### src/rtl/rtpls_pkg.sv
// ============================================================================
// rtpls_pkg
// Shared types, constants and state encodings for the RTP receiver statistics
// block.
// ============================================================================
package rtpls_pkg;

    localparam int SEQ_W      = 16;
    localparam int WORD_W     = 32;
    localparam int FRAC_W     = 8;
    localparam int JIT_SHIFT  = 4;
    localparam int JIT_ROUND  = 8;
    localparam int QUEUE_DEPTH = 2;
    localparam int QUEUE_AW   = $clog2(QUEUE_DEPTH);
    localparam int DIV_CNT_W  = $clog2(FRAC_W + 1);

    typedef struct packed {
        logic [SEQ_W-1:0]  seq_number;
        logic [WORD_W-1:0] arrival_ms;
    } rtpls_item_t;

    typedef struct packed {
        logic [SEQ_W-1:0]         recent_seq;
        logic signed [WORD_W-1:0] lost_total;
        logic [FRAC_W-1:0]        loss_fraction;
        logic signed [WORD_W-1:0] jitter_value;
        logic [WORD_W-1:0]        received_count;
    } rtpls_result_t;

    // Request handed from the front part to the divider side.
    typedef struct packed {
        logic [SEQ_W-1:0]         recent_seq;
        logic signed [WORD_W-1:0] lost_total;
        logic [WORD_W-1:0]        expected_total;
        logic signed [WORD_W-1:0] jitter_value;
        logic [WORD_W-1:0]        received_count;
        logic                     frac_en;
    } rtpls_job_t;

    typedef enum logic [1:0] {
        F_IDLE,
        F_DIFF,
        F_JIT
    } rtpls_front_state_t;

    typedef enum logic [1:0] {
        B_IDLE,
        B_DIV,
        B_WAIT
    } rtpls_back_state_t;

endpackage

### src/rtl/rtpls_front.sv
// ============================================================================
// rtpls_front
// Accepts packet requests, updates sequence, totals and jitter state, and
// hands one job per packet to the request queue.
// ============================================================================
module rtpls_front (
    input  logic                               clk,
    input  logic                               rst_n,
    input  logic                               cfg_we,
    input  logic [rtpls_pkg::SEQ_W-1:0]        cfg_data,
    input  logic                               push,
    output logic                               full,
    input  rtpls_pkg::rtpls_item_t             item,
    output logic                               q_push,
    input  logic                               q_full,
    output rtpls_pkg::rtpls_job_t              q_data
);

    rtpls_pkg::rtpls_front_state_t state_reg, state_next;

    logic [rtpls_pkg::SEQ_W-1:0]   next_exp_reg;
    logic [rtpls_pkg::WORD_W-1:0]  exp_tot_reg;
    logic [rtpls_pkg::WORD_W-1:0]  rec_tot_reg;
    logic [rtpls_pkg::WORD_W-1:0]  last_arr_reg;
    logic [rtpls_pkg::WORD_W-1:0]  jitter_reg;
    logic [rtpls_pkg::SEQ_W-1:0]   seq_reg;
    logic [rtpls_pkg::WORD_W-1:0]  delta_reg;
    logic                          jit_en_reg;
    logic signed [rtpls_pkg::WORD_W:0] t_reg;

    logic                          accept;
    logic                          jit_upd;
    logic [rtpls_pkg::SEQ_W-1:0]   diff16;
    logic [rtpls_pkg::WORD_W-1:0]  exp_add;
    logic [rtpls_pkg::WORD_W-1:0]  d32;
    logic signed [rtpls_pkg::WORD_W:0] t_next;
    logic signed [rtpls_pkg::WORD_W:0] q_shift;
    logic                          q_corr;
    logic [rtpls_pkg::WORD_W-1:0]  jitter_new;

    // Next state
    always_comb
    begin
        state_next = state_reg;
        unique case (state_reg)
            rtpls_pkg::F_IDLE: if (push) state_next = rtpls_pkg::F_DIFF;
            rtpls_pkg::F_DIFF: state_next = rtpls_pkg::F_JIT;
            rtpls_pkg::F_JIT:  if (!q_full) state_next = rtpls_pkg::F_IDLE;
            default:           state_next = rtpls_pkg::F_IDLE;
        endcase
    end

    // Outputs of the sequencer
    always_comb
    begin
        full    = (state_reg != rtpls_pkg::F_IDLE);
        accept  = push && (state_reg == rtpls_pkg::F_IDLE);
        jit_upd = (state_reg == rtpls_pkg::F_JIT) && !q_full;
        q_push  = jit_upd;
    end

    // Datapath
    always_comb
    begin
        diff16  = item.seq_number - next_exp_reg;
        exp_add = diff16[rtpls_pkg::SEQ_W-1] ? '0
                : ({{(rtpls_pkg::WORD_W-rtpls_pkg::SEQ_W){1'b0}}, diff16}
                   + rtpls_pkg::WORD_W'(1));
        d32     = delta_reg - jitter_reg;
        t_next  = $signed({d32[rtpls_pkg::WORD_W-1], d32})
                + (rtpls_pkg::WORD_W+1)'(rtpls_pkg::JIT_ROUND);
        // truncate toward zero: arithmetic shift, bump negatives with a remainder
        q_shift = t_reg >>> rtpls_pkg::JIT_SHIFT;
        q_corr  = t_reg[rtpls_pkg::WORD_W] && (|t_reg[rtpls_pkg::JIT_SHIFT-1:0]);
        jitter_new = jitter_reg + q_shift[rtpls_pkg::WORD_W-1:0]
                   + {{(rtpls_pkg::WORD_W-1){1'b0}}, q_corr};

        q_data.recent_seq     = seq_reg;
        q_data.lost_total     = $signed(exp_tot_reg - rec_tot_reg);
        q_data.expected_total = exp_tot_reg;
        q_data.jitter_value   = $signed(jit_en_reg ? jitter_new : jitter_reg);
        q_data.received_count = rec_tot_reg;
        q_data.frac_en        = (exp_tot_reg > rec_tot_reg);
    end

    always_ff @(posedge clk or negedge rst_n)
    begin
        if (!rst_n)
        begin
            state_reg    <= rtpls_pkg::F_IDLE;
            next_exp_reg <= '0;
            exp_tot_reg  <= '0;
            rec_tot_reg  <= '0;
            last_arr_reg <= '0;
            jitter_reg   <= '0;
            jit_en_reg   <= 1'b0;
        end
        else
        begin
            state_reg <= state_next;
            if (cfg_we)
            begin
                next_exp_reg <= cfg_data;
            end
            else if (accept)
            begin
                next_exp_reg <= item.seq_number + rtpls_pkg::SEQ_W'(1);
            end
            if (accept)
            begin
                exp_tot_reg  <= exp_tot_reg + exp_add;
                rec_tot_reg  <= rec_tot_reg + rtpls_pkg::WORD_W'(1);
                last_arr_reg <= item.arrival_ms;
                jit_en_reg   <= (last_arr_reg != '0);
            end
            if (jit_upd && jit_en_reg)
            begin
                jitter_reg <= jitter_new;
            end
        end
    end

    // Payload registers
    always_ff @(posedge clk)
    begin
        if (accept)
        begin
            seq_reg   <= item.seq_number;
            delta_reg <= item.arrival_ms - last_arr_reg;
        end
        if (state_reg == rtpls_pkg::F_DIFF)
        begin
            t_reg <= t_next;
        end
    end

endmodule

### src/rtl/rtpls_queue.sv
// ============================================================================
// rtpls_queue
// Short first-in first-out queue of requests between front and divider side.
// ============================================================================
module rtpls_queue (
    input  logic                  clk,
    input  logic                  rst_n,
    input  logic                  wr_en,
    input  rtpls_pkg::rtpls_job_t wr_data,
    output logic                  q_full,
    input  logic                  rd_en,
    output rtpls_pkg::rtpls_job_t rd_data,
    output logic                  q_empty
);

    rtpls_pkg::rtpls_job_t slot_reg [rtpls_pkg::QUEUE_DEPTH];

    logic [rtpls_pkg::QUEUE_AW-1:0] wr_ptr_reg;
    logic [rtpls_pkg::QUEUE_AW-1:0] rd_ptr_reg;
    logic [rtpls_pkg::QUEUE_AW:0]   count_reg;
    logic                           do_wr;
    logic                           do_rd;

    assign q_full  = (count_reg == (rtpls_pkg::QUEUE_AW+1)'(rtpls_pkg::QUEUE_DEPTH));
    assign q_empty = (count_reg == '0);
    assign do_wr   = wr_en && !q_full;
    assign do_rd   = rd_en && !q_empty;
    assign rd_data = slot_reg[rd_ptr_reg];

    always_ff @(posedge clk or negedge rst_n)
    begin
        if (!rst_n)
        begin
            wr_ptr_reg <= '0;
            rd_ptr_reg <= '0;
            count_reg  <= '0;
        end
        else
        begin
            if (do_wr)
            begin
                wr_ptr_reg <= wr_ptr_reg + rtpls_pkg::QUEUE_AW'(1);
            end
            if (do_rd)
            begin
                rd_ptr_reg <= rd_ptr_reg + rtpls_pkg::QUEUE_AW'(1);
            end
            if (do_wr && !do_rd)
            begin
                count_reg <= count_reg + (rtpls_pkg::QUEUE_AW+1)'(1);
            end
            else if (do_rd && !do_wr)
            begin
                count_reg <= count_reg - (rtpls_pkg::QUEUE_AW+1)'(1);
            end
        end
    end

    always_ff @(posedge clk)
    begin
        if (do_wr)
        begin
            slot_reg[wr_ptr_reg] <= wr_data;
        end
    end

endmodule

### src/rtl/rtpls_back.sv
// ============================================================================
// rtpls_back
// Takes requests from the queue, works out the fraction lost with a bit-serial
// restoring divider and holds the result in the output register.
// ============================================================================
module rtpls_back (
    input  logic                    clk,
    input  logic                    rst_n,
    input  logic                    q_empty,
    input  rtpls_pkg::rtpls_job_t   q_data,
    output logic                    q_pop,
    output logic                    empty,
    input  logic                    pop,
    output rtpls_pkg::rtpls_result_t result
);

    rtpls_pkg::rtpls_back_state_t state_reg, state_next;

    rtpls_pkg::rtpls_job_t        job_reg;
    rtpls_pkg::rtpls_result_t     out_reg;
    logic                         out_valid_reg;
    logic [rtpls_pkg::WORD_W-1:0] rem_reg;
    logic [rtpls_pkg::FRAC_W-1:0] quo_reg;
    logic [rtpls_pkg::DIV_CNT_W-1:0] cnt_reg;

    logic                         take_job;
    logic                         div_step;
    logic                         load_out;
    logic [rtpls_pkg::WORD_W:0]   rem_shift;
    logic [rtpls_pkg::WORD_W:0]   rem_sub;
    logic                         q_bit;

    // Next state
    always_comb
    begin
        state_next = state_reg;
        unique case (state_reg)
            rtpls_pkg::B_IDLE:
                if (!q_empty)
                    state_next = q_data.frac_en ? rtpls_pkg::B_DIV : rtpls_pkg::B_WAIT;
            rtpls_pkg::B_DIV:
                if (cnt_reg == rtpls_pkg::DIV_CNT_W'(1))
                    state_next = rtpls_pkg::B_WAIT;
            rtpls_pkg::B_WAIT:
                if (!out_valid_reg || pop)
                    state_next = rtpls_pkg::B_IDLE;
            default:
                state_next = rtpls_pkg::B_IDLE;
        endcase
    end

    // Outputs of the sequencer
    always_comb
    begin
        take_job = (state_reg == rtpls_pkg::B_IDLE) && !q_empty;
        div_step = (state_reg == rtpls_pkg::B_DIV);
        load_out = (state_reg == rtpls_pkg::B_WAIT) && (!out_valid_reg || pop);
        q_pop    = take_job;
    end

    // One quotient bit per cycle; the low bits of lost*256 are zero
    always_comb
    begin
        rem_shift = {rem_reg, 1'b0};
        rem_sub   = rem_shift - {1'b0, job_reg.expected_total};
        q_bit     = (rem_shift >= {1'b0, job_reg.expected_total});
    end

    assign empty  = !out_valid_reg;
    assign result = out_reg;

    always_ff @(posedge clk or negedge rst_n)
    begin
        if (!rst_n)
        begin
            state_reg     <= rtpls_pkg::B_IDLE;
            out_valid_reg <= 1'b0;
            cnt_reg       <= '0;
        end
        else
        begin
            state_reg <= state_next;
            if (load_out)
            begin
                out_valid_reg <= 1'b1;
            end
            else if (pop)
            begin
                out_valid_reg <= 1'b0;
            end
            if (take_job)
            begin
                cnt_reg <= rtpls_pkg::DIV_CNT_W'(rtpls_pkg::FRAC_W);
            end
            else if (div_step)
            begin
                cnt_reg <= cnt_reg - rtpls_pkg::DIV_CNT_W'(1);
            end
        end
    end

    always_ff @(posedge clk)
    begin
        if (take_job)
        begin
            job_reg <= q_data;
            rem_reg <= q_data.lost_total;
            quo_reg <= '0;
        end
        else if (div_step)
        begin
            rem_reg <= q_bit ? rem_sub[rtpls_pkg::WORD_W-1:0]
                             : rem_shift[rtpls_pkg::WORD_W-1:0];
            quo_reg <= {quo_reg[rtpls_pkg::FRAC_W-2:0], q_bit};
        end
        if (load_out)
        begin
            out_reg.recent_seq     <= job_reg.recent_seq;
            out_reg.lost_total     <= job_reg.lost_total;
            out_reg.loss_fraction  <= quo_reg;
            out_reg.jitter_value   <= job_reg.jitter_value;
            out_reg.received_count <= job_reg.received_count;
        end
    end

endmodule

### src/rtl/rtp_receiver_loss_jitter_stats.sv
// ============================================================================
// rtp_receiver_loss_jitter_stats
// RTP receiver report-block statistics: loss, fraction lost, jitter.
// ============================================================================
// Path: an accepted packet request passes the front states F_DIFF and F_JIT,
// the request queue and the back side; when packets are lost, the 8-step
// bit-serial divider works out the fraction lost before the result is loaded.
// The input takes a new packet only after the front has queued the last one.
// Reset: rst_n clears all counters, jitter and queues at once; the expected
// sequence returns to zero until the configuration register is written or a packet is accepted.
module rtp_receiver_loss_jitter_stats (
    input  logic                                clk,
    input  logic                                rst_n,
    input  logic                                cfg_we,
    input  logic [rtpls_pkg::SEQ_W-1:0]         cfg_data,
    input  logic                                push,
    output logic                                full,
    input  rtpls_pkg::rtpls_item_t              item,
    output logic                                empty,
    input  logic                                pop,
    output rtpls_pkg::rtpls_result_t            result
);

    // Requests between the front part and the divider side
    logic                  q_push;
    logic                  q_full;
    logic                  q_pop;
    logic                  q_empty;
    rtpls_pkg::rtpls_job_t q_wr_data;
    rtpls_pkg::rtpls_job_t q_rd_data;

    // Front: accept a packet, advance sequence, totals and jitter state
    rtpls_front u_front (
        .clk      (clk),
        .rst_n    (rst_n),
        .cfg_we   (cfg_we),
        .cfg_data (cfg_data),
        .push     (push),
        .full     (full),
        .item     (item),
        .q_push   (q_push),
        .q_full   (q_full),
        .q_data   (q_wr_data)
    );

    // Queue: hold finished front requests while the divider is busy
    rtpls_queue u_queue (
        .clk     (clk),
        .rst_n   (rst_n),
        .wr_en   (q_push),
        .wr_data (q_wr_data),
        .q_full  (q_full),
        .rd_en   (q_pop),
        .rd_data (q_rd_data),
        .q_empty (q_empty)
    );

    // Back: divide for the fraction lost and present the result
    rtpls_back u_back (
        .clk     (clk),
        .rst_n   (rst_n),
        .q_empty (q_empty),
        .q_data  (q_rd_data),
        .q_pop   (q_pop),
        .empty   (empty),
        .pop     (pop),
        .result  (result)
    );

    // Never push into a full queue
    assert property (@(posedge clk) disable iff (!rst_n) q_push |-> !q_full)
        else $error("request pushed into full queue");

    // A non-zero fraction lost implies some packets lost
    assert property (@(posedge clk) disable iff (!rst_n)
        (!empty && (result.loss_fraction != '0)) |-> (result.lost_total != '0))
        else $error("fraction lost without packets lost");

    // An accepted packet blocks the input on the next cycle
    assert property (@(posedge clk) disable iff (!rst_n) (push && !full) |=> full)
        else $error("input not blocked after accept");

    // A waiting result that is not taken stays presented
    assert property (@(posedge clk) disable iff (!rst_n)
        (!empty && !pop) |=> !empty)
        else $error("result dropped without pop");

endmodule
### config.mk
export PLATFORM = sky130hd
export DESIGN_NAME = rtp_receiver_loss_jitter_stats
export DESIGN_NICKNAME = d
export VERILOG_FILES = /design/src/rtl/rtpls_pkg.sv /design/src/rtl/rtpls_front.sv /design/src/rtl/rtpls_queue.sv /design/src/rtl/rtpls_back.sv /design/src/rtl/rtp_receiver_loss_jitter_stats.sv
export SDC_FILE = /design/constraint.sdc
export NUM_CORES = 1
export LEC_CHECK = 0
export BUFFER_PORTS_ARGS = -buffer_cell sky130_fd_sc_hd__clkbuf_2
export CORE_UTILIZATION = 43
export CTS_CLUSTER_SIZE = 25
export DETAILED_ROUTE_END_ITERATION = 8
export PLACE_DENSITY = 0.6
export SLEW_MARGIN = 15
export SYNTH_ARGS = -nofsm -noshare
export SYNTH_HDL_FRONTEND = slang
export SYNTH_SLANG_ARGS = --single-unit
### constraint.sdc
create_clock -name clk -period 9.2 [get_ports clk]
set_input_delay 1.84 -clock clk [delete_from_list [all_inputs] [get_ports clk]]
set_output_delay 1.84 -clock clk [all_outputs]
set_load 0.02 [all_outputs]
==> impl_results.md, run 1 <==
* First-pass GRT wire length at around 140000 um
* CTS sink count at approximately 830
* LEAKAGE at about 18 nW
* Antenna cells at 0
* Drt first pass iters at 7
* I/O Buffers at 190
* Largest net degree at the start of global routing at around 100
* Final core utilization at ~50%
* Post-synthesis net count at 3494
* Peak Freq at ~150 MHz
* Hold_buf cts at 0
* Minimum clock period at between 6000 and 7000 ps
* Maximum vdd ir drop at 0.218 mV
* Synth top area share at 50.0%
* Measured slew at the worst slew-check pin at 1070 ps
* CP Data Arrival Time at roughly 7400 ps
* Power Density at 424 nW/um^2
* Setup Crit Path Kind: input pin to register
* Most common cell in the netlist: edfxtp_1
* Clock root cell: clkbuf_16
* Cells after synthesis at approximately 3200
* Layout cells sized above 1 at between 10% and 20%
* Initial antenna violation count at 2
* Setup crit end kind: register
* Post-Syn Area at around 40000 um^2
* Final setup fails at 0
* Starting Density at 43.6%
* Post-CTS Setup Inserts at 0
* Relative slew slack at roughly 28%
* Top FF cell, synth: edfxtp_1
* Hold path startpoint: u_back.job_reg[101]
* Critical-path top delay cell: a2111oi_0
* Layout net count at 3721
* Via count at 24822
* Synth warnings at 0
* CTS tree: built
* FP Rows at around 110
* Final hold violation count at 0
* Final hold slack at 414 ps
* Die H at between 300 and 400 um
* Drt initial violations at around 1500
* Clk_lat worst skew at 660 ps
* Max-cap violations at 0
* Crit path from: item[33]
* Required time of the critical path at a little under 10000 ps
* RSZ-0062 raised after global routing: false
* Status: complete, no violations
* Vias/cell at 5.20
* Area delta synth->final at 13.8%
* Top post-synthesis cells by area: edfxtp_1 50%, dfrtp_1 9.9%, ha_1 6.1%
* # IOs at 191
* Max reg flops at just under 300
* Critical path startpoint category: input pin
* Final worst path period share at 74.5%
* FFs w/ async S/R, synth at about a fifth
* Number of synthesized flops with an enable pin at between 600 and 700
* Reg2reg start: u_front.next_exp_reg[1]
* Distinct cells, synth at 80
* Max-slew violation total from the final report at 0
* Gr ovfl total at 0
* Setup tns final at 0 ps
* Core Area at between 90000 and 100000 um^2
* Post-Syn Area per Cell at roughly 12 um^2
* Hold crit path type: register to register
* Placer congestion estimate at about 0.87
* Worst path bufs/invs at 3
* Wire per inst at about 19 um
* Area leader, netlist: edfxtp_1
* Most frequent CP cell: a21oi_1
* Crit-path max FO at 17
* Vias in the first global route at between 20000 and 25000
* Post-route ant nets at 0
* Final Power at 19.3 mW
* Register area share after synthesis at about three fifths
* Overall routing resource usage at 18.9%
* Synth Register Bits at around 830
* Post-synth top cells: 667 x edfxtp_1, 278 x nand2_1, 212 x inv_1, 195 x ha_1, 192 x o21ai_0
* CP delay by family, top: compound AO/OA/AOI/OAI gates
* H-tree depth at 3
* DRT Wirelength at approximately 89000 um
* Worst Skew at about 24 ps
* Clock-pin slew on the worst setup and hold paths at around 60 ps
* CP peak stage delay at about 580 ps
* FILL cells at between 8000 and 9000
* Die Wd at 307 um
* CTS resizes at 0
* CTS Buf Count at between 90 and 100
* Clock Path Buffers at 3
* Die area at 94400 um^2
* # DRC at 0
* HPWL Detailed at between 60000 and 70000 um
layout make-up:
type	instances	area, um^2	share of cell area, %
clock inverters	51	574	1.26
multi-input cells	2101	14900	32.6
clock buffers	121	2520	5.54
well taps	1243	1560	3.41
repair buffers	210	1110	2.43
flip-flops and latches	833	24100	53.0
inverters	212	806	1.77
kinds of logic (layout without fill, tap and decap cells):
kind of cell    count (synthesis)  after routing  share of synthesized area (%)
fa+ha+maj                     203            203                           6.49
xor+xnor                      263            263                           5.75
other cells                     1              1                        0.00936
buf+inv                       288            594                           2.71
flops                         833            833                           60.3
compound gates                679            679                           10.5
simple gates                  771            771                           9.14
mux                           184            184                           5.14
where the power goes:
part           internal, mW  switching (mW)
Combinational          3.43            5.36
Clock                  2.16            1.56
Sequential             6.16           0.664
metal layers:
layer	track usage [%]	part of all wire, %	vias up
li1	-	-	12222
met1	26.7	47	12000
met2	29.9	46	489
met3	3.11	4.8	111
met4	5.50	2.1	0
met5	0	0	-
stage by stage:
step	setup WS (ps)	std cells	area, um^2
final	2350	4771	45600
after global routing	1860	4771	45600
after CTS	2410	4771	45600
after detailed placement	1770	4599	42500
after global placement	1880	4599	42500
after floorplan	1310	3222	40100
final timing paths:
check | endpoint | slack [ps] | cells past startpoint
max | u_front.exp_tot_reg[30] | 2350 | 28
min in group asynchronous | u_front.jitter_reg[15] | 1220 | 1
max reg2reg | u_front.exp_tot_reg[30] | 3240 | 28
min | u_back.result[76] | 410 | 0
max in group asynchronous | u_front.jit_en_reg | 6170 | 3
min reg2reg | u_back.result[76] | 410 | 0
cells in the final DEF (no fill, tap or decap), types with 21 or more instances in the layout:
cell       instances
a21oi_1          185
xnor2_1          166
clkbuf_16         95
o21bai_1          23
edfxtp_1         667
xor2_1            97
clkbuf_2         189
o21a_1            38
nand2b_1          32
nor2_1           163
mux2_2           174
clkbuf_1          21
nor3_1            54
nand3_1           63
nor2b_1           35
ha_1             195
and3_1            29
nand2_1          275
inv_1            210
a31oi_1           36
a21o_1            92
dfrtp_1          156
nand4_1           26
o21ai_0          192
Power figures use the tool's default switching activity.
==> run 2, diff against run 1 <==
PLACE_DENSITY = 0.62   (was 0.6)
clock period = 6.04 ns   (was 9.2 ns; I/O delays follow)
==> run 2 against run 1 <==
Largest cell class unchanged. Largest power group unchanged. Critical endpoint is now u_front.exp_tot_reg[27]. Hold slack worse by 8.1 ps. First-iteration DRC count down 4.9%. Via count grew 0.82%. Count of clock-buffer cells in the layout down 10. Final area rose by 0.78%. Highest routed layer unchanged. Register-to-register slack worse by 2500 ps. Setup slack worse by 1800 ps. Critical path type unchanged. Clock skew is 1.5 ps lower.
==> impl_results.md, run 2 (synthesized netlist as in run 1, its figures left out) <==
* HPWL Detailed at 62900 um (-0.59%)
* Most frequent cells in the layout: 667 x edfxtp_1, 275 x nand2_1, 210 x inv_1
* CTS sink count at 833 (unchanged)
* Drt first pass iters at 6 (-1)
* Final hold violation count at 0 (unchanged)
* Worst setup margin at 519 ps (-1830 ps)
* LEAKAGE at 18.0 nW (+1.3%)
* Placer congestion estimate at 0.864 (-0.86%)
* CP Data Arrival Time at 6050 ps (-1370 ps)
* I/O Buffers at 190 (unchanged)
* Peak Freq at approximately 180 MHz
* Vias in the first global route at 24069 (-0.27%)
* Clock Path Buffers at 3 (unchanged)
* Hold crit path type: register to register
* Commonest non-fill, non-tap cell in the layout: edfxtp_1
* CTS Buf Count at 89 (-2.2%)
* Wire per inst at 18.3 um (-2.5%)
* Max-slew violation total from the final report at 0 (unchanged)
* # IOs at 191 (unchanged)
* DRT Wirelength at 87900 um (-1.7%)
* Overall routing resource usage at 18.6% (-0.28 points)
* RSZ-0062 raised after global routing: false
* Clock-pin slew on the worst setup and hold paths at 60 ps (about the same)
* Required time of the critical path at 6570 ps (-3200 ps)
* Max-cap violations at 0 (unchanged)
* Status: complete, no violations
* Layout cells sized above 1 at 17.4% (+1.2 points)
* Crit path from: item[33]
* Post-route ant nets at 0 (unchanged)
* Minimum clock period at 5520 ps
* Layout net count at 3762 (+1.1%)
* Vias/cell at 5.20 (about the same)
* Crit-path max FO at 12 (-5)
* First-pass GRT wire length at 136000 um (-1.1%)
* Drt initial violations at 1383 (-4.9%)
* Reg2reg setup slack at 730 ps (-2510 ps)
* Die H at 307 um (unchanged)
* Setup Crit Path Kind: input pin to register
* Max reg flops at 290 (unchanged)
* Starting Density at 43.6% (unchanged)
* Worst Skew at 22.9 ps (-1.55 ps)
* Final setup fails at 0 (unchanged)
* Clock root cell: clkbuf_16
* Placement Setup Slack at -236 ps (-2000 ps)
* Antenna cells at 0 (unchanged)
* FILL cells at 8115 (-0.72%)
* Via count at 25026 (+0.82%)
* H-tree depth at 3 (unchanged)
* Area delta synth->final at 14.7%
* Reg2reg start: u_front.next_exp_reg[1]
* Non-filler cells, final at 4809 (+0.80%)
* Die area at 94400 um^2 (unchanged)
* Final worst path period share at 91.4%
* Largest net degree at the start of global routing at 149 (+46%)
* Power Density at 642 nW/um^2 (+52%)
* CP endpoint: u_front.exp_tot_reg[27]
* R2r worst-path depth at 26 (-7.1%)
* # DRC at 0 (unchanged)
* Core Area at 91900 um^2 (unchanged)
* Critical path startpoint category: input pin
* Capturing point of the worst reg2reg path: u_front.exp_tot_reg[27]
* Final Power at 29.5 mW (+53%)
* FP Rows at 111 (unchanged)
* Setup crit end kind: register
* Maximum vdd ir drop at 0.365 mV (+67%)
* Die Wd at 307 um (unchanged)
* CTS tree: built
* Placed Instances at 4642 (+0.93%)
* Clk_lat worst skew at 660 ps (about the same)
* Measured slew at the worst slew-check pin at 1000 ps (-72.5 ps)
* Gr ovfl total at 0 (unchanged)
* Relative slew slack at 33.3% (+4.8 points)
* Initial antenna violation count at 0 (-2)
-- run 2: cell types whose count changed in the layout (fill, tap and decap cells not counted), sizes merged --
cell      before  now
buf           21   64
clkbuf       310  300
inv          217  215
clkinv        31   34
clkinvlp       8    9
bufinv         7   10
-- run 2: worst min path at each step --
| stage | slack [ps] | cells past startpoint | startpoint | to |
|---|---|---|---|---|
| after floorplan | 400 | 0 | u_back.job_reg[1] | u_back.result[0] |
| after global placement | 400 | 0 | u_back.job_reg[141] | u_back.result[116] |
| after detailed placement | 400 | 0 | u_back.job_reg[4] | u_back.result[3] |
| after CTS | 410 | 0 | u_back.job_reg[49] | u_back.result[48] |
| after global routing | 420 | 0 | u_back.job_reg[119] | u_back.result[94] |
| final | 410 | 0 | u_back.job_reg[48] | u_back.result[47] |
-- run 2: layout make-up --
| type | count | area, um^2 | area share, % |
|---|---|---|---|
| well taps | 1243 | 1560 | 3.39 |
| flip-flops and latches | 833 | 24100 | 52.6 |
| repair buffers | 253 | 1460 | 3.17 |
| clock inverters | 56 | 671 | 1.46 |
| clock buffers | 111 | 2430 | 5.29 |
| inverters | 212 | 806 | 1.75 |
| multi-input cells | 2101 | 14900 | 32.4 |
-- run 2: report_power, final --
part | internal [mW] | leakage [nW] | switching [mW]
registers | 9.38 | 8.06 | 1.04
clock network | 3.32 | 1.50 | 2.32
logic | 5.37 | 8.43 | 8.07
-- run 2: repair_timing --
item	in CTS	in global routing
setup endpoints to repair	0	1
hold buffers	0	0
gates resized for setup	0	1
buffers inserted	0	0
-- run 2: worst max-delay path: stages --
cell and delay (ps):
clkbuf_2 110, ha_1 290, nor2b_1 130, o21a_1 180, o21a_1 190, o21a_1 220
a2111oi_2 370, o21bai_1 140, a21oi_1 210, o21bai_1 80, a21oi_1 170, xnor2_1 230
buf_4 250, nor2_1 70, ha_1 290, a21o_1 160, a21oi_1 230, a21boi_0 120
o21ai_0 190, a21boi_0 140, a311oi_1 280, o21bai_1 110, a21oi_1 250, or2_2 210
nor3_1 70, xor2_1 150
-- run 2: through the flow --
stage          setup TNS, ps  hold slack (ps)  utilization, %  area (um^2)
3_5_place_dp           -2590              405            46.6        42800
2_1_floorplan              0              400               -        40100
4_1_cts                    0              407            50.0        45900
3_3_place_gp           -1560              401            46.6        42800
5_1_grt                    0              421            50.0        45900
6_report                   0              406            50.0        45900
-- run 2: routing by layer --
layer,vias to the layer above,GRT usage [%],share of wire (%),wire (um)
met3,121,2.77,4.9,4320
met4,0,5.35,2.1,1850
li1,12317,-,-,-
met5,-,0,0,0
met2,523,29.4,46,40500
met1,12065,26.5,47,41300
==> run 3, diff against run 2 <==
--- a/config.mk
+++ b/config.mk
@@ -7,8 +7,8 @@
 export LEC_CHECK = 0
 export BUFFER_PORTS_ARGS = -buffer_cell sky130_fd_sc_hd__clkbuf_2
-export CORE_UTILIZATION = 43
+export CORE_UTILIZATION = 56
 export CTS_CLUSTER_SIZE = 25
 export DETAILED_ROUTE_END_ITERATION = 8
-export PLACE_DENSITY = 0.62
+export PLACE_DENSITY = 0.78
 export SLEW_MARGIN = 15
 export SYNTH_ARGS = -nofsm -noshare
==> constraint.sdc (replaced) <==
create_clock -name clk -period 6.04 [get_ports clk]
set_input_delay 0.906 -clock clk [delete_from_list [all_inputs] [get_ports clk]]
set_output_delay 0.906 -clock clk [all_outputs]
set_load 0.02 [all_outputs]
==> run 3 against run 2 <==
Combinational power hardly changed. Count of clock-buffer cells in the layout is 2 higher. Clock skew increased by 12 ps. Hold slack worse by 95 ps. Largest cell class unchanged. Power is 0.78% lower. Register-to-register slack got worse by 250 ps. Critical endpoint is now u_front.exp_tot_reg[24]. Largest power group unchanged.
==> impl_results.md, run 3 (synthesized netlist as in run 1, its figures left out) <==
* Status: complete, no violations
* H-tree depth at 3 (unchanged)
* # IOs at 191 (unchanged)
* Placed Instances at 4309 (-7.2%)
* DR WL met3 at 4770 um (+10%)
* Comb power frac at 46.0% (+0.4 points)
* CTS sink count at 833 (unchanged)
* CP peak stage delay at 420 ps (+50 ps)
* R2r worst-path depth at 26 (unchanged)
* Non-filler cells, final at 4467 (-7.1%)
* Setup crit end kind: register
* Drt initial violations at 1663 (+20%)
* Relative slew slack at 29.1% (-4.2 points)
* Vias/cell at 5.70 (+9.5%)
* Top layer in use: met4
* FILL cells at 5249 (-35%)
* Area delta synth->final at 12.8%
* CTS tree: built
* # DRC at 0 (unchanged)
* Setup Crit Path Kind: register to register
* Critical-path top delay cell: fa_1
* Worst setup margin at 480 ps (-39.7 ps)
* Peak Freq at 180 MHz (-0.71%)
* Layout cells sized above 1 at 16.0% (-1.4 points)
* Initial antenna violation count at 1 (+1)
* Required time of the critical path at 6580 ps (about the same)
* Clk_lat worst skew at 640 ps (-20 ps)
* LEAKAGE at 17.8 nW (-1.3%)
* CTS Buf Count at 86 (-3.4%)
* Placer congestion estimate at 0.921 (+6.5%)
* Reg2reg setup slack at 480 ps (-250 ps)
* Most frequent CP cell: a21oi_1
* Capturing point of the worst reg2reg path: u_front.exp_tot_reg[24]
* Final Power at 29.3 mW (-0.78%)
* Crit-path max FO at 6 (-6)
* WL met2 at 40500 um (+0.12%)
* Max-cap violations at 0 (unchanged)
* Final setup fails at 0 (unchanged)
* Drt first pass iters at 5 (-1)
* Core Area at 70400 um^2 (-23%)
* Layout net count at 3729 (-0.88%)
* Final worst path period share at 92.1% (+0.66 points)
* RSZ-0062 raised after global routing: false
* Wire per inst at 19.1 um (+4.3%)
* Power Density at 648 nW/um^2 (+0.88%)
* WL met1 at 38300 um (-7.3%)
* Critical path startpoint category: register
* Clk pwr share at 18.5% (-0.6 points)
* CP Data Arrival Time at 6100 ps (+50 ps)
* Post-CTS Setup Inserts at 0 (unchanged)
* Multi-input logic area at 14900 um^2 (unchanged)
* First-pass GRT wire length at 133000 um (-2.1%)
* Measured slew at the worst slew-check pin at 1060 ps (+63.0 ps)
* Design internal power at 17.9 mW (-0.87%)
* FP Rows at 97 (-13%)
* Worst Skew at 34.9 ps (+12.0 ps)
* Reg2reg start: u_front.next_exp_reg[1]
* Die Wd at 269 um (-12%)
* I/O Buffers at 190 (unchanged)
* Hold crit path type: input pin to asynchronous set/reset pin
* Starting Density at 56.9% (+13 points)
* Final hold violation count at 0 (unchanged)
* Largest net degree at the start of global routing at 146 (-2.0%)
* Maximum vdd ir drop at 0.399 mV (+9.5%)
* Sequential power share at 35.5% (+0.2 points)
* Placement Setup Slack at -175 ps (+60.6 ps)
* Register area at 24100 um^2 (unchanged)
* Most frequent cells in the layout: 667 x edfxtp_1, 275 x nand2_1, 210 x inv_1
* Sw Share at 38.8% (+0.059 points)
* Die H at 269 um (-12%)
* Clock-pin slew on the worst setup and hold paths at 60 ps (about the same)
* Die area at 72600 um^2 (-23%)
* Max-slew violation total from the final report at 0 (unchanged)
* Minimum clock period at 5560 ps (+39.7 ps)
* Clock root cell: clkbuf_16
* Sw power at 11.4 mW (-0.62%)
* Via count at 25463 (+1.7%)
* Post-route ant nets at 0 (unchanged)
* Commonest non-fill, non-tap cell in the layout: edfxtp_1
* DRT Wirelength at 85200 um (-3.1%)
* Vias in the first global route at 24586 (+2.1%)
* Max reg flops at 290 (unchanged)
* Clock Path Buffers at 3 (unchanged)
* HPWL Detailed at 58900 um (-6.3%)
* Antenna cells at 0 (unchanged)
* Gr ovfl total at 0 (unchanged)
* Overall routing resource usage at 23.2% (+4.7 points)
run 3: power by group through the flow:
stage / logic, mW / registers (mW) / clock network (mW)
CTS: 13.4 / 10.4 / 5.53
global route: 14.9 / 10.6 / 5.74
floorplan: 9.96 / 10.5 / 0
detailed placement: 13.3 / 10.5 / 0
finish: 13.5 / 10.4 / 5.43
global placement: 13.0 / 10.4 / 0
run 3: stage by stage:
stage / hold slack, ps / util, % / area [um^2] / TNS [ps]
2_1_floorplan: 400 / - / 40100 / 0
3_3_place_gp: 400 / 60.0 / 42300 / -29.5
3_5_place_dp: 405 / 60.0 / 42300 / -1090
4_1_cts: 338 / 64.2 / 45200 / 0
5_1_grt: 382 / 64.2 / 45200 / 0
6_report: 311 / 64.2 / 45200 / 0
run 3: worst max-delay path by stage:
stage,startpoint,end,slack (ps),cells after the start
after global routing,u_front.next_exp_reg[1],u_front.exp_tot_reg[24],30,28
after global placement,item[33],u_front.exp_tot_reg[28],-10,28
after CTS,u_front.next_exp_reg[1],u_front.exp_tot_reg[24],380,28
final,u_front.next_exp_reg[1],u_front.exp_tot_reg[24],480,26
after detailed placement,item[33],u_front.exp_tot_reg[24],-180,28
after floorplan,u_back.state_reg[1],u_back.job_reg[100],190,4
run 3: per-layer routing:
metal	global-route usage, %	vias up
li1	-	12236
met1	33.0	12393
met2	37.8	716
met3	3.21	118
met4	6.12	0
met5	0	-
run 3: area by class of cell:
class / instances / share of cell area, %
sequential: 833 / 53.4
multi-input combinational: 2101 / 32.9
clock buffer: 113 / 5.15
timing repair buffer: 223 / 2.78
tap: 940 / 2.60
inverter: 212 / 1.78
clock inverter: 45 / 1.33
run 3: worst max-delay path, delay by kind of cell (launching register included):
family,cells,cell delay (ps)
xor gates and xnor gates,2,330
adders and majority gates,2,700
and+or+nand+nor,6,1310
buffers and inverters,2,260
DFF,1,370
AOI/OAI and AO/OA,14,2490
run 3: timing repair:
item	4_1_cts	5_1_grt
hold buffers	0	0
endpoints found under the setup margin	0	7
gates resized for setup	0	2
